File: src/rtl/core/rts_pkg.sv
`timescale 1ns / 1ps
// ----------------------------------------------------------------------------
// rts_pkg
// shared types, constants and sequencing helpers for the regeneration
// time statistics block
// ----------------------------------------------------------------------------
package rts_pkg;

  localparam int ITER_BITS  = 24;
  localparam int FRAC_BITS  = 16;
  localparam int SUM_W      = 64;
  localparam int HALF_W     = SUM_W / 2;
  localparam int WIDE_W     = 2 * SUM_W;
  localparam int MEAN_W     = ITER_BITS + FRAC_BITS;
  localparam int FRACQ_W    = FRAC_BITS + 1;
  localparam int OUT_W      = 32;
  localparam int DIV_CNT_W  = $clog2(SUM_W + 1);

  localparam logic [ITER_BITS-1:0] MIN_VISITS = ITER_BITS'(5);
  localparam logic [ITER_BITS-1:0] COUNT_MAX  = '1;
  localparam logic [SUM_W-1:0]     ONE_Q      = SUM_W'(1) << FRAC_BITS;
  localparam logic [SUM_W-1:0]     LOW32      = SUM_W'(32'hFFFF_FFFF);
  localparam logic [SUM_W-1:0]     SLOPE_NEG  = SUM_W'(32'h8000_0000);
  localparam logic [SUM_W-1:0]     SLOPE_POS  = SUM_W'(32'h7FFF_FFFF);
  localparam logic [SUM_W-1:0]     SIGN64     = SUM_W'(1) << (SUM_W - 1);

  localparam logic OP_VISIT  = 1'b0;
  localparam logic OP_REPORT = 1'b1;

  typedef struct packed {
    logic                 op;
    logic [ITER_BITS-1:0] iteration;
  } rts_in_t;

  typedef struct packed {
    logic                     enough_visits;
    logic [FRACQ_W-1:0]       frequency;
    logic [OUT_W-1:0]         gap_variation;
    logic signed [OUT_W-1:0]  plot_slope;
    logic [FRACQ_W-1:0]       correlation;
  } rts_out_t;

  // micro-operations, listed in issue order for each sequence
  typedef enum logic [4:0] {
    U_PREP, U_XDIV, U_XUPD, U_XAFT, U_YDIV, U_YUPD, U_YAFT,
    U_GDIV, U_GUPD, U_GAFT, U_MIX, U_SIX, U_MIT, U_SIT,
    U_MGP, U_SGP, U_MCR, U_SCR,
    U_RFQ, U_RG1, U_RG2, U_RG3, U_RG4, U_RA, U_RS1, U_RS2,
    U_RB, U_RC, U_RSQ, U_RFIN
  } rts_uop_t;

  typedef struct packed {
    logic     go;
    rts_uop_t uop;
  } rts_cmd_t;

  typedef struct packed {
    logic done;
  } rts_sta_t;

  function automatic logic rts_uses_unit(rts_uop_t uop);
    logic r;
    case (uop)
      U_XDIV, U_YDIV, U_GDIV, U_MIX, U_MIT, U_MGP, U_MCR,
      U_RFQ, U_RG1, U_RG2, U_RG3, U_RG4, U_RA, U_RS1, U_RS2,
      U_RB, U_RC, U_RSQ: r = 1'b1;
      default: r = 1'b0;
    endcase
    return r;
  endfunction

  function automatic logic rts_is_last(rts_uop_t uop);
    return (uop == U_SCR) || (uop == U_RFIN);
  endfunction

  function automatic rts_uop_t rts_next_uop(rts_uop_t uop);
    return rts_uop_t'(uop + 5'd1);
  endfunction

  function automatic logic [WIDE_W-1:0] rts_shl_frac(logic [SUM_W-1:0] x);
    return WIDE_W'(x) << FRAC_BITS;
  endfunction

  function automatic logic [SUM_W-1:0] rts_shr_frac_sat(logic [WIDE_W-1:0] p);
    logic [SUM_W-1:0] r;
    if (p[WIDE_W-1:SUM_W+FRAC_BITS] != '0) r = '1;
    else r = p[SUM_W+FRAC_BITS-1:FRAC_BITS];
    return r;
  endfunction

  function automatic logic [SUM_W-1:0] rts_add_sat(logic [SUM_W-1:0] s,
                                                  logic [SUM_W-1:0] t);
    logic [SUM_W:0] w;
    w = {1'b0, s} + {1'b0, t};
    return w[SUM_W] ? '1 : w[SUM_W-1:0];
  endfunction

endpackage

File: src/rtl/core/rts_ctrl.sv
`timescale 1ns / 1ps
// ----------------------------------------------------------------------------
// rts_ctrl
// sequencer: steps the datapath through the visit or report sequence
// and owns the result valid flag
// ----------------------------------------------------------------------------
module rts_ctrl (
  input  logic              clk,
  input  logic              rst,
  input  logic              in_take,
  input  logic              in_op,
  input  logic              out_take,
  input  rts_pkg::rts_sta_t sta,
  output rts_pkg::rts_cmd_t cmd,
  output logic              in_stall,
  output logic              out_valid
);

  typedef enum logic [1:0] {
    ST_IDLE,
    ST_RUN,
    ST_WAIT
  } state_t;

  state_t            state;
  rts_pkg::rts_uop_t uop;
  logic              out_free;
  logic              go;
  logic              out_valid_next;

  assign out_free = !out_valid || out_take;
  assign go       = (state == ST_RUN) && (uop != rts_pkg::U_RFIN || out_free);
  assign cmd.go   = go;
  assign cmd.uop  = uop;
  assign in_stall = (state != ST_IDLE);

  // result held until taken, raised by the final report step
  assign out_valid_next = (out_valid && !out_take) || (go && uop == rts_pkg::U_RFIN);

  always_ff @(posedge clk) begin
    if (rst) begin
      state     <= ST_IDLE;
      uop       <= rts_pkg::U_PREP;
      out_valid <= 1'b0;
    end else begin
      out_valid <= out_valid_next;
      case (state)
        ST_IDLE: begin
          if (in_take) begin
            uop   <= (in_op == rts_pkg::OP_REPORT) ? rts_pkg::U_RFQ : rts_pkg::U_PREP;
            state <= ST_RUN;
          end
        end
        ST_RUN: begin
          if (go) begin
            if (rts_pkg::rts_uses_unit(uop)) begin
              state <= ST_WAIT;
            end else if (rts_pkg::rts_is_last(uop)) begin
              state <= ST_IDLE;
            end else begin
              uop <= rts_pkg::rts_next_uop(uop);
            end
          end
        end
        ST_WAIT: begin
          if (sta.done) begin
            uop   <= rts_pkg::rts_next_uop(uop);
            state <= ST_RUN;
          end
        end
        default: state <= ST_IDLE;
      endcase
    end
  end

  a_valid_from_final: assert property (@(posedge clk) disable iff (rst)
    $rose(out_valid) |-> $past(uop == rts_pkg::U_RFIN))
    else $error("result raised outside the final step");

  a_wait_on_unit: assert property (@(posedge clk) disable iff (rst)
    (state == ST_WAIT) |-> rts_pkg::rts_uses_unit(uop))
    else $error("waiting on a step that uses no unit");

  a_done_when_waiting: assert property (@(posedge clk) disable iff (rst)
    sta.done |-> (state == ST_WAIT))
    else $error("unit finished while nothing was waiting");

endmodule

File: config.mk
export PLATFORM = sky130hd
export DESIGN_NAME = rts_ctrl
export DESIGN_NICKNAME = d
export VERILOG_FILES = /design/src/rtl/core/rts_pkg.sv /design/src/rtl/core/rts_ctrl.sv
export SDC_FILE = /design/constraint.sdc
export NUM_CORES = 1
export LEC_CHECK = 0
export ABC_CLOCK_PERIOD_IN_PS = 2600
export BUFFER_PORTS_ARGS = -buffer_cell sky130_fd_sc_hd__buf_2
export CORE_AREA = 2 2 52 54
export CTS_BUF_LIST = sky130_fd_sc_hd__clkbuf_8
export CTS_CLUSTER_SIZE = 14
export DETAILED_ROUTE_END_ITERATION = 7
export DIE_AREA = 0 0 54 56
export PLACE_DENSITY_LB_ADDON = 0.25
export SLEW_MARGIN = 30
export SYNTH_ARGS = -nofsm -noshare
export SYNTH_HDL_FRONTEND = slang
export SYNTH_SLANG_ARGS = --single-unit
File: constraint.sdc
create_clock -name clk -period 2.6 [get_ports clk]
set_input_delay 0.26 -clock clk [delete_from_list [all_inputs] [get_ports clk]]
set_output_delay 0.26 -clock clk [all_outputs]
set_load 0.02 [all_outputs]
Yosys cells after proc, flatten, opt, wreduce, memory -nomap -nowiden:

Memories as Yosys holds them, arrays and structs flattened. A register that Yosys moved wholly into a read port is not among the register bits.
Cells that the tools add are included.

* add/subtract/negate cells: 1
* eq/ne operators: 11
* mux-type cells: 18
* reductions and logical operators: 14

Operators by type and width (number)
* $mux 5: 8
* $pmux 5 s3: 1
* $eq 5x5->1 const B: 2
* $mux 2: 5
* $ne 2x2->1 const B: 5
* $pmux 2 s3: 1
* $reduce_and 6->1: 1
* $add 5x1->5 const B: 1
* $ne 5x5->1 const B: 1
* $logic_or 1x1->1: 4
* $reduce_and 4->1: 1
* $logic_and 1x1->1: 3
* $mux 1: 3
* $ne 3x1->1 const B: 1
* $reduce_bool 3->1: 1
* $eq 2x1->1 const B: 1
* $eq 2x2->1 const B: 1
* $logic_not 1->1: 2
* $logic_not 2->1: 1
* $reduce_bool 2->1: 1

* register bits: 8
* bits in read-only memories: 32
* input port bits: 6
* output and inout bits: 8
* memories kept: 1

Memory list
* (name not given): words 32, bits a word 1, rd ports 1, clocked after Yosys merged registers in 1, write ports 0, RTL line rts_pkg.sv:63 `case (uop)`

Longest topological paths before layout:

* word-level depth: 12
* mapped depth: 14
* mapped depth without buffers: 14

Worst setup path after synthesis:

OpenSTA, ideal clock, no wires.

* path type: reg2reg
* start: reg state[0]
* end: reg with a tool-made name
* arrival: 2531 ps
* required time: 2477 ps
* setup slack: -55 ps
* cell stages (with the launch flop): 14
* period minus slack after synthesis: 2655 ps
* cells stage by stage: dfxtp_1 > inv_1 > ha_1 > a221oi_4 > nand2_4 > nor2_1 > mux2i_1 > nor2_1 > inv_1 > ha_1 > or2_2 > or3b_1 > o2111ai_1 > mux2i_1

RTL lines
* start: declaration: RTL line rts_ctrl.sv:25 `state_t state;`
* start signal: assignment: RTL line rts_ctrl.sv:42 `state <= ST_IDLE;`
* start signal: assignment: RTL line rts_ctrl.sv:51 `state <= ST_RUN;`
* start signal: assignment: RTL line rts_ctrl.sv:57 `state <= ST_WAIT;`

==> run summary <==
Post-synthesis cell area -> 811 sq um
Crit end category -> flop
Max IR drop VDD -> 0.449 mV
Area share of the largest cell type after synthesis -> 0.222
Core Area -> 2430 sq um
Most frequent cell after synthesis -> nor2_1
Placed Cells -> 150
Seq. cell area -> 190 sq um
Data arrival time at the worst-slack endpoint -> 2.59 ns
Worst-Skew Late Latency -> 0.23 ns
Initial antenna violation count -> 0
PwrDens -> 918 nW/um^2
Die Area -> 3020 sq um
CP max FO -> 4
Setup ws final -> 0.117 ns
Fillers -> 251
CTS tree -> yes
Via density -> 4.96
1st-iter DRT viols -> 6
Worst Hold Class -> in2reg
Clock sinks -> 9
Outcome -> finished, final reports clean
Final period util -> 0.955
Post-synthesis sequential area ratio -> 0.222
Footprint of the multi-input gates -> 648 sq um
Max-slew headroom -> 0.808
Overflow after GRT -> 0
Starting Density -> 0.333
Row count -> 18
Synth Net Count -> 115
Die height -> 56 microns
Slew @ Worst Pin -> 0.287 ns
Vias -> 809
Required @ worst endpoint -> 2.71 ns
H-tree levels -> 1
Final wirelength -> 1930 microns
Number of setup violations in the final report -> 0
Leak Pwr -> 0.501 nW
GRT Util Overall -> 0.139
Final nets -> 149
Synth cell types -> 36
Ys async rst share -> 0
Crit path time final -> 2.48 ns
IO Port Bufs -> 13
Ratio of cells with drive above 1 in the final layout -> 0.496
Clock Skew -> 0.00238 ns
Unrepaired setup endpoints after global routing -> no
Root Buffer -> clkbuf_8
DRC -> 0
Post-Place Worst Slack -> -0.0864 ns
First-pass GRT wire length -> 3150 microns
Post-synth top cells -> nor2_1, nand2_1, dfxtp_1, ha_1, inv_1
Seq cells post-synth -> 9
Placer Congestion -> 0.736
FMAX -> 403 MHz
Final Hold Viols -> 0
Mapped Cells -> 100
IO Count -> 14
Max-cap violation count -> 0
Fin cells -> 163
Max Root-Sink Buffers -> 2
Post-synth EDFFs -> 0
Max Slew Vio Count -> 0
Ant diodes -> 0
Synth Flop Type -> dfxtp_1
CP Launch Type -> flop
Clock buffer count from CTS -> 3
Clock-pin slew on the worst setup and hold paths -> 0.05 ns
Largest net degree at the start of global routing -> 15
Antenna viol nets, final -> 0
Pre-antenna DRT Iters -> 4
Die width -> 54 microns
Mapped Avg Cell Area -> 8.11 sq um
Vias in the first global route -> 768
Area grow syn2layout -> 46.3%
Post-DP HPWL -> 1460 microns
Synthesis Warnings -> 0
Post-DR wirelength/cell -> 11.8 microns
Yosys top cell by area -> dfxtp_1
Ranking of synthesized cells by area -> dfxtp_1, ha_1, nor2_1
Crit Path Category -> reg2reg
==> kinds of logic after synthesis <==
logic type                 count (synthesis)  synth area share
AOI/OAI and AO/OA                         22             0.239
xor gates and xnor gates                   1            0.0108
adders and majority gates                  9             0.139
buffers and inverters                     15            0.0941
DFF                                        9             0.222
muxes                                      4            0.0494
and+or+nand+nor                           40             0.245
==> stage by stage <==
step	utilization	hold slack [ns]	setup TNS (ns)	area [sq um]	total power, mW
floorplan	-	0.451	0	822	0.594
CTS	0.451	0.356	0	1100	1.00
global placement	0.401	0.465	-0.0296	976	0.753
finish	0.488	0.373	0	1190	1.09
detailed placement	0.401	0.475	-0.0864	976	0.761
global route	0.488	0.392	0	1190	1.17
==> path summary, 6_finish.rpt <==
path                              start                     to  slack (ns)  cells after the start
setup / recovery  state[0]$_SDFFE_PP0P_                   flop        0.12                     12
hold / removal                      rst   out_valid$_SDFF_PP0_        0.37                      2
setup reg to reg  state[0]$_SDFFE_PP0P_                   flop        0.12                     12
hold reg to reg   state[0]$_SDFFE_PP0P_  state[0]$_SDFFE_PP0P_        0.50                      2
==> power breakdown <==
part	leakage, nW	switching, mW	internal, mW
combinational	0.399	0.353	0.368
sequential	0.0758	0.0326	0.175
clock	0.0269	0.0573	0.103
total	0.501	0.443	0.646
==> critical path, stage by stage (launching register included) <==
cell	delay (ns)
dfxtp_4	0.36
inv_4	0.05
ha_4	0.16
a221oi_4	0.34
nand2_4	0.11
buf_4	0.16
a21oi_2	0.17
nor2_2	0.06
ha_2	0.17
or2_4	0.22
or3b_1	0.37
o2111ai_1	0.08
mux2i_1	0.10
==> cells in the final DEF (no fill, tap or decap), drive strengths merged <==
cell and n:
a2bb2oi 1, nand4bb 1, nand3b 1, a32o 1, xor2 1, a22oi 1, o2111ai 1, or2 1
nand3 6, nand2b 2, nor2b 1, buf 34, ha 9, nand2 11, a211oi 1, o21ai 3
or3 3, a31o 1, inv 11, a221oi 1, o21a 3, a31oi 3, o22ai 1, mux2i 4
or3b 1, clkbuf 3, nor2 13, dfxtp 9, a21oi 5
==> routing by layer <==
layer | vias up | track usage | wire (microns)
met3 | 2 | 0.0161 | 57
met5 | - | 0 | 0
met1 | 383 | 0.149 | 771
met2 | 14 | 0.253 | 1080
li1 | 410 | - | -
met4 | 0 | 0.0750 | 19
==> layout make-up <==
class,count,area share
Clock inverter,1,0.00316
Sequential cell,9,0.160
Inverter,10,0.0359
Tap cell,30,0.0316
Timing Repair Buffer,34,0.188
Clock buffer,3,0.0348
Multi-Input combinational cell,76,0.546
==> repair_timing <==
item	CTS	global route
buffers inserted	9	0
resized for setup	2	23
hold endpoints to repair	0	0
hold buffers	0	0
pin swaps	5	8
endpoints found under the setup margin	1	1
Note: power is estimated with default switching activity, not from simulation.
